<file path="config.mk">
export PLATFORM = sky130hd
export DESIGN_NAME = lcr_addr
export DESIGN_NICKNAME = d
export VERILOG_FILES = /design/src/hw/rtl/lcr_pkg.sv /design/src/hw/rtl/lcr_addr.sv
export SDC_FILE = /design/constraint.sdc
export NUM_CORES = 1
export LEC_CHECK = 0
export BUFFER_PORTS_ARGS = -buffer_cell sky130_fd_sc_hd__buf_2
export CAP_MARGIN = 25
export CORE_AREA = 2 2 39 41
export DETAILED_ROUTE_END_ITERATION = 8
export DIE_AREA = 0 0 41 43
export GPL_TIMING_DRIVEN = 0
export PLACE_DENSITY = 0.75
export SYNTH_ARGS = -nofsm -noshare
export SYNTH_HDL_FRONTEND = slang
export SYNTH_SLANG_ARGS = --single-unit
</file>
<file path="constraint.sdc">
create_clock -name vclk -period 3.3
set_clock_uncertainty 0.1 [all_clocks]
set_input_delay 0.66 -clock vclk [all_inputs]
set_output_delay 0.66 -clock vclk [all_outputs]
set_load 0.02 [all_outputs]
</file>
<file path="src/hw/rtl/lcr_pkg.sv">
// Shared types and constants for the LCD column/row driver.
`timescale 1ns / 1ps

package lcr_pkg;

    // Port access codes
    typedef enum logic [1:0] {
        ACT_CMD_WRITE   = 2'd0,
        ACT_STATUS_READ = 2'd1,
        ACT_DATA_WRITE  = 2'd2,
        ACT_DATA_READ   = 2'd3
    } lcr_action_t;

    // Cursor counter modes: bit 1 column/row, bit 0 up/down
    typedef enum logic [1:0] {
        CNT_ROW_DOWN = 2'd0,
        CNT_ROW_UP   = 2'd1,
        CNT_COL_DOWN = 2'd2,
        CNT_COL_UP   = 2'd3
    } lcr_count_t;

    typedef struct packed {
        lcr_action_t action;
        logic [7:0]  write_byte;
    } lcr_in_t;

    typedef struct packed {
        logic [7:0] read_byte;
        logic       display_enabled;
        logic [5:0] contrast_level;
        logic [5:0] row_offset;
    } lcr_out_t;

    // Command decode masks and patterns
    localparam logic [7:0] MASK_1BIT    = 8'hFE;
    localparam logic [7:0] MASK_2BIT    = 8'hFC;
    localparam logic [7:0] MASK_3BIT    = 8'hE0;
    localparam logic [7:0] MASK_2HI     = 8'hC0;
    localparam logic [7:0] PAT_DISPLAY  = 8'h02;
    localparam logic [7:0] PAT_WORDLEN  = 8'h00;
    localparam logic [7:0] PAT_COUNTER  = 8'h04;
    localparam logic [7:0] PAT_TEST     = 8'h00;
    localparam logic [7:0] PAT_COLUMN   = 8'h20;
    localparam logic [7:0] PAT_ZROW     = 8'h40;
    localparam logic [7:0] PAT_ROW      = 8'h80;

    // Six-bit word handling
    localparam logic [15:0] MASK6       = 16'h003F;
    localparam logic [3:0]  SHIFT_BASE  = 4'd10;

    // Column counting bounds
    localparam logic [5:0] COL_WRAP8    = 6'd15;
    localparam logic [5:0] COL_WRAP6    = 6'd19;
    localparam logic [4:0] COL_LAST8    = 5'd14;
    localparam logic [4:0] COL_LAST6    = 5'd18;

    // Reset values
    localparam logic [5:0] CONTRAST_RST = 6'd32;

endpackage

</file>
<file path="src/hw/rtl/lcr_addr.sv">
// Cursor to display RAM address mapping for 8-bit and 6-bit words.
`timescale 1ns / 1ps

module lcr_addr
    import lcr_pkg::*;
#(
    parameter int ROWS      = 64,
    parameter int ROW_BYTES = 16
) (
    input  logic [((ROWS > 64) ? $clog2(ROWS) : 6)-1:0] row,
    input  logic [4:0]                                 col,
    input  logic                                       eight,
    output logic [$clog2(ROWS*ROW_BYTES)-1:0]          addr0,
    output logic [$clog2(ROWS*ROW_BYTES)-1:0]          addr1,
    output logic [3:0]                                 shift
);

    localparam int AW = $clog2(ROWS * ROW_BYTES);
    localparam int CW = $clog2(ROW_BYTES);
    localparam logic [5:0]    RB_X   = 6'(ROW_BYTES);
    localparam logic [CW-1:0] RB_TOP = CW'(ROW_BYTES - 1);

    logic [7:0]    bitpos;
    logic [4:0]    byte_sel;
    logic [5:0]    byte_red;
    logic [CW-1:0] col0;
    logic [CW-1:0] col1;
    logic [AW-1:0] row_base;

    // Bit position of a 6-bit word: col * 6
    assign bitpos   = {1'b0, col, 2'b00} + {2'b00, col, 1'b0};
    assign byte_sel = eight ? col : bitpos[7:3];

    // Byte column modulo the row length (value stays below twice it)
    assign byte_red = ({1'b0, byte_sel} >= RB_X) ? ({1'b0, byte_sel} - RB_X)
                                                 : {1'b0, byte_sel};
    assign col0     = byte_red[CW-1:0];
    assign col1     = (col0 == RB_TOP) ? '0 : col0 + CW'(1);

    // Row base and byte addresses
    assign row_base = AW'(row) * AW'(ROW_BYTES);
    assign addr0    = row_base + AW'(col0);
    assign addr1    = row_base + AW'(col1);
    assign shift    = SHIFT_BASE - {1'b0, bitpos[2:0]};

endmodule
</file>
Word level (Yosys, flattened, before mapping):

Cells that the tools add are included.

* output and inout port bits: 24
* bits of input ports: 12
* word-level logic and storage cells: 11
* bits in registers: 0

* magnitude comparators: 1
* add/sub/neg operators: 6
* mux-type cells: 3
* equality and inequality tests: 1

Operators with widths (count)
* adder 10 x 4 -> 10 bit: 2
* adder 7 x 6 -> 8 bit: 1
* 2-to-1 mux 4 bit: 2
* greater-or-equal comparator 5 bit, second input constant: 1
* 2-to-1 mux 5 bit: 1
* adder 4 x 1 -> 4 bit, second input constant: 1
* equality test 4 bit, second input constant: 1
* subtractor 4 x 1 -> 4 bit, second input constant: 1
* subtractor 4 x 3 -> 4 bit, first input constant: 1

Longest topological paths before layout:

* depth after elaboration: 7
* mapped depth: 8
* mapped depth without buffers: 8

Worst setup path before layout:

Ideal clock, no wire load.

* path kind: input-to-output
* start: input port col[0]
* end: output port addr1[2]
* setup slack: -0.141 ns
* cell stages on the path: 7
* required time: 2.540 ns
* path buffers: 0
* arrival time: 2.681 ns
* cells stage by stage: ha_1 > inv_1 > fa_1 > xor2_1 > o21ai_0 > ha_1 > xor2_1

* word-level cells in the longest chain between the ends: 7
* elaborated cells on any way between the ends: 9
* classes of those cells: add/sub: 4; order compare: 1; eq/ne: 1; mux: 3

Ends and longest elaborated chain
* start: declaration: RTL line lcr_addr.sv:11 `input logic [4:0] col,`
* adder 7 x 6 -> 8 bit: RTL line lcr_addr.sv:31 `assign bitpos = {1'b0, col, 2'b00} + {2'b00, col, 1'b0};`
* 2-to-1 mux 5 bit (*): RTL line lcr_addr.sv:32 `assign byte_sel = eight ? col : bitpos[7:3];`
* subtractor 4 x 1 -> 4 bit / greater-or-equal comparator 5 bit (equally long branches): RTL line lcr_addr.sv:35 `assign byte_red = ({1'b0, byte_sel} >= RB_X) ? ({1'b0, byte_sel} - RB_X)`
* 2-to-1 mux 4 bit (*): RTL line lcr_addr.sv:35
* adder 4 x 1 -> 4 bit / equality test 4 bit (equally long branches): RTL line lcr_addr.sv:38 `assign col1 = (col0 == RB_TOP) ? '0 : col0 + CW'(1);`
* 2-to-1 mux 4 bit (*): RTL line lcr_addr.sv:38
* adder 10 x 4 -> 10 bit (*): RTL line lcr_addr.sv:43 `assign addr1 = row_base + AW'(col1);`
* end: declaration: RTL line lcr_addr.sv:14 `output logic [$clog2(ROWS*ROW_BYTES)-1:0] addr1,`

Every way passes the cells marked *; elsewhere a longest branch is shown, timed or not.

Final worst setup path:

* start: input port col[1]
* end: output port addr1[3]

The elaborated chain is that of the path after synthesis.

==> results.txt <==
----------------------------------------------------
[GRT]
  Most utilized layer in the global route result ... met2
  Vias in the first global route ... around 390
  First-pass GRT wire length ... about 1400 µm
  Number of antenna violations at the first check in global routing ... 0
  Met1 Usage GRT ... a little over a tenth
  Largest net degree at the start of global routing ... 11
  Sum of overflow across all layers after global routing ... 0
  GRT Resource Usage Total ... 10.4%
  M3 GR Usage ... less than 1%
  Met2 track utilization from global routing ... between 20% and 30%

[Placed design]
  Number of placed instances with taps included ... 98
  Placed wire-length estimate after detailed placement ... approximately 830 µm
  Quantity of I/O buffers inserted on ports ... 29
  Last weighted congestion value of the routability-driven placer ... 0.647
  Pre-CTS setup slack ... 66.8 ps

[Power and ir drop]
  Peak ir drop on the vdd network ... between 50 and 60 µV
  Total leakage power ... between 0.3 and 0.4 nW
  Combinational cell fraction of total power ... 100.0%
  Clock share of power ... 0%
  Total design power ... approximately 0.00015 W
  Net switching component of the power ... around 0.000083 W
  Fraction of power spent switching nets ... 57.3%
  Share of power burned in registers ... 0%
  Internal power ... about 0.000062 W
  Cell Pwr Density ... 234 nW/µm²

[Layout]
  Number of flip-flops and latches ... 0
  Diodes inserted ... 0
  Share of final-layout standard cells stronger than drive strength 1 ... between 60% and 70%
  Final net count ... ~100
  Multi-input gate area ... roughly 330 µm²
  Area added between synthesis and finish ... 43.8%
  Final-layout clock buffer total ... 0
  Final standard cell count with taps included and fillers excluded ... a little under 100
  Fill count ... about 150
  Sequential Area ... 0 µm²

[Detailed routing]
  Drt initial violations ... 8
  Detailed-route wire length ... ~970 µm
  Antenna-violating nets left ... 0
  Average wire length per cell after detail routing ... around 9.9 µm
  Via count of the routed design ... 462
  Number of search-and-repair iterations in the first detailed-routing pass ... 4
  Detailed-route DRC error count ... 0
  Vias per std cell ... about 4.7

[Hold path]
  Min-Delay Path Class ... in2out

[Critical path]
  Startpoint Class ... primary input
  Setup crit end kind ... output port
  Startpoint-to-endpoint class of the critical path ... in2out
  Largest driver fanout on the critical path ... 4
  Required time of the worst setup path ... approximately 2500 ps
  Data arrival, critical path ... 2410 ps

[Yosys]
  Synthesized cell area ... ~430 µm²
  Count of synthesis-stage warnings from yosys ... 0
  Mean instance size in the synthesized netlist ... 8.14 µm²
  Fraction of the yosys area taken by sequential cells ... 0%
  Gate count of the mapped netlist ... between 50 and 60
  Number of unique standard cell types used by synthesis ... 26
  Mapped Nets ... 71

[Timing]
  Final worst-path setup slack ... ~130 ps
  Setup-violating endpoint count in the final report ... 0
  Fin crit share ... between 90% and 100%
  Final number of max-transition violations ... 0
  Shortest period the worst path allows ... roughly 3200 ps
  FMAX ... roughly 320 MHz
  Hold Fails Final Rpt ... 0

[Floorplan]
  Core footprint ... about 1400 µm²
  Top Ports ... 36
  Placement row count ... 14
  Die Span Y ... 43 µm
  Starting density of the core ... ~31%
  DIE AREA ... 1760 µm²
  Die Span X ... 41 µm

[Run]
  Max-capacitance violation count ... 0

[Status]
  Status ... finished clean

[CTS]
  Total setup buffers inserted after CTS ... 0
  CTS hold repair buffers ... 0

----------------------------------------------------
==> power groups by stage <==
stage	registers [W]	logic, W	clock network (W)
5_1_grt	0	0.000158	0
3_5_place_dp	0	0.000139	0
4_1_cts	0	0.000139	0
2_1_floorplan	0	0.000102	0
6_report	0	0.000145	0
3_3_place_gp	0	0.000136	0
==> per-stage QoR <==
| stage | hold slack [ps] | utilization (%) | setup TNS (ps) | cell area (µm²) |
|---|---|---|---|---|
| floorplan | 1310 | - | 0 | 432 |
| global placement | 1440 | 43.1 | 0 | 597 |
| detailed placement | 1440 | 43.1 | 0 | 597 |
| CTS | 1440 | 43.1 | 0 | 597 |
| global route | 1440 | 44.8 | -2.21 | 621 |
| finish | 1440 | 44.8 | 0 | 621 |
==> synthesized netlist by cell type <==
master                       n  share of area, %
sky130_fd_sc_hd__nor2_1      1              0.87
sky130_fd_sc_hd__a2bb2oi_1   1               2.0
sky130_fd_sc_hd__buf_4      13                23
sky130_fd_sc_hd__buf_6       1               2.6
sky130_fd_sc_hd__a21bo_2     1               2.3
sky130_fd_sc_hd__nor2_2      1               1.5
sky130_fd_sc_hd__nand3_2     1               2.3
sky130_fd_sc_hd__o21ai_0     2               2.3
sky130_fd_sc_hd__a222oi_1    1               2.3
sky130_fd_sc_hd__conb_1      1              0.87
sky130_fd_sc_hd__nor2b_4     1               3.2
sky130_fd_sc_hd__o32ai_1     1               2.0
sky130_fd_sc_hd__a31oi_1     1               1.5
sky130_fd_sc_hd__or4_4       1               2.6
sky130_fd_sc_hd__nor2b_1     1               1.5
sky130_fd_sc_hd__fa_1        1               4.6
sky130_fd_sc_hd__nor4b_1     1               2.0
sky130_fd_sc_hd__nor3b_1     3               5.2
sky130_fd_sc_hd__mux2i_1     3               7.0
sky130_fd_sc_hd__nand2b_1    1               1.5
sky130_fd_sc_hd__ha_1        5                14
sky130_fd_sc_hd__a21oi_1     1               1.2
sky130_fd_sc_hd__inv_1       5               4.3
sky130_fd_sc_hd__a221oi_2    1               3.5
sky130_fd_sc_hd__nand2_1     2               1.7
sky130_fd_sc_hd__xor2_1      2               4.1
==> metal layers <==
layer  part of all wire (%)  routed length (µm)  vias to the layer above
met5                      0                   0                        -
met4                      0                   0                        0
met3                    9.8                  95                        0
met2                     56                 548                       22
met1                     34                 327                      209
li1                       -                   -                      231
==> timing repair <==
action | CTS | global route
setup endpoints to repair | 0 | 1
gates resized for setup | 0 | 5
hold endpoints to repair | 0 | 0
==> cells by family after synthesis <==
kind of cell,synth area share [%]
multiplexers,6.96
buffers and inverters,29.6
XOR/XNOR,4.06
adder cells (fa/ha/maj),19.1
AND/OR/NAND/NOR,22.3
AO/OA/AOI/OAI,17.1
other,0.869
==> placed cells by master (no fill, tap or decap), types with 2 or more instances in the layout <==
master	n
sky130_fd_sc_hd__mux2i_1	2
sky130_fd_sc_hd__inv_1	5
sky130_fd_sc_hd__buf_4	13
sky130_fd_sc_hd__buf_2	29
sky130_fd_sc_hd__nor3b_1	3
sky130_fd_sc_hd__nand2_1	2
sky130_fd_sc_hd__ha_1	4
==> worst max-delay path: stages <==
cell	delay (ps)
sky130_fd_sc_hd__buf_2	130
sky130_fd_sc_hd__ha_1	190
sky130_fd_sc_hd__inv_1	70
sky130_fd_sc_hd__fa_2	460
sky130_fd_sc_hd__mux2i_2	220
sky130_fd_sc_hd__ha_2	250
sky130_fd_sc_hd__a2bb2oi_1	170
sky130_fd_sc_hd__mux2i_1	90
sky130_fd_sc_hd__buf_2	160
==> final cells by class <==
cell class                 instances  share of cell area [%]
timing repair buffer              29                    23.4
multi-input combinational         34                    52.8
buffer                            14                    17.5
tap                               16                    3.23
inverter                           5                    3.02
==> worst paths after layout <==
kind              slack, ps  depth (start not counted)    from       end
setup / recovery        130                          9  col[1]  addr1[3]
hold / removal         1440                          2  row[1]  addr1[5]
Power figures use the tool's default switching activity.
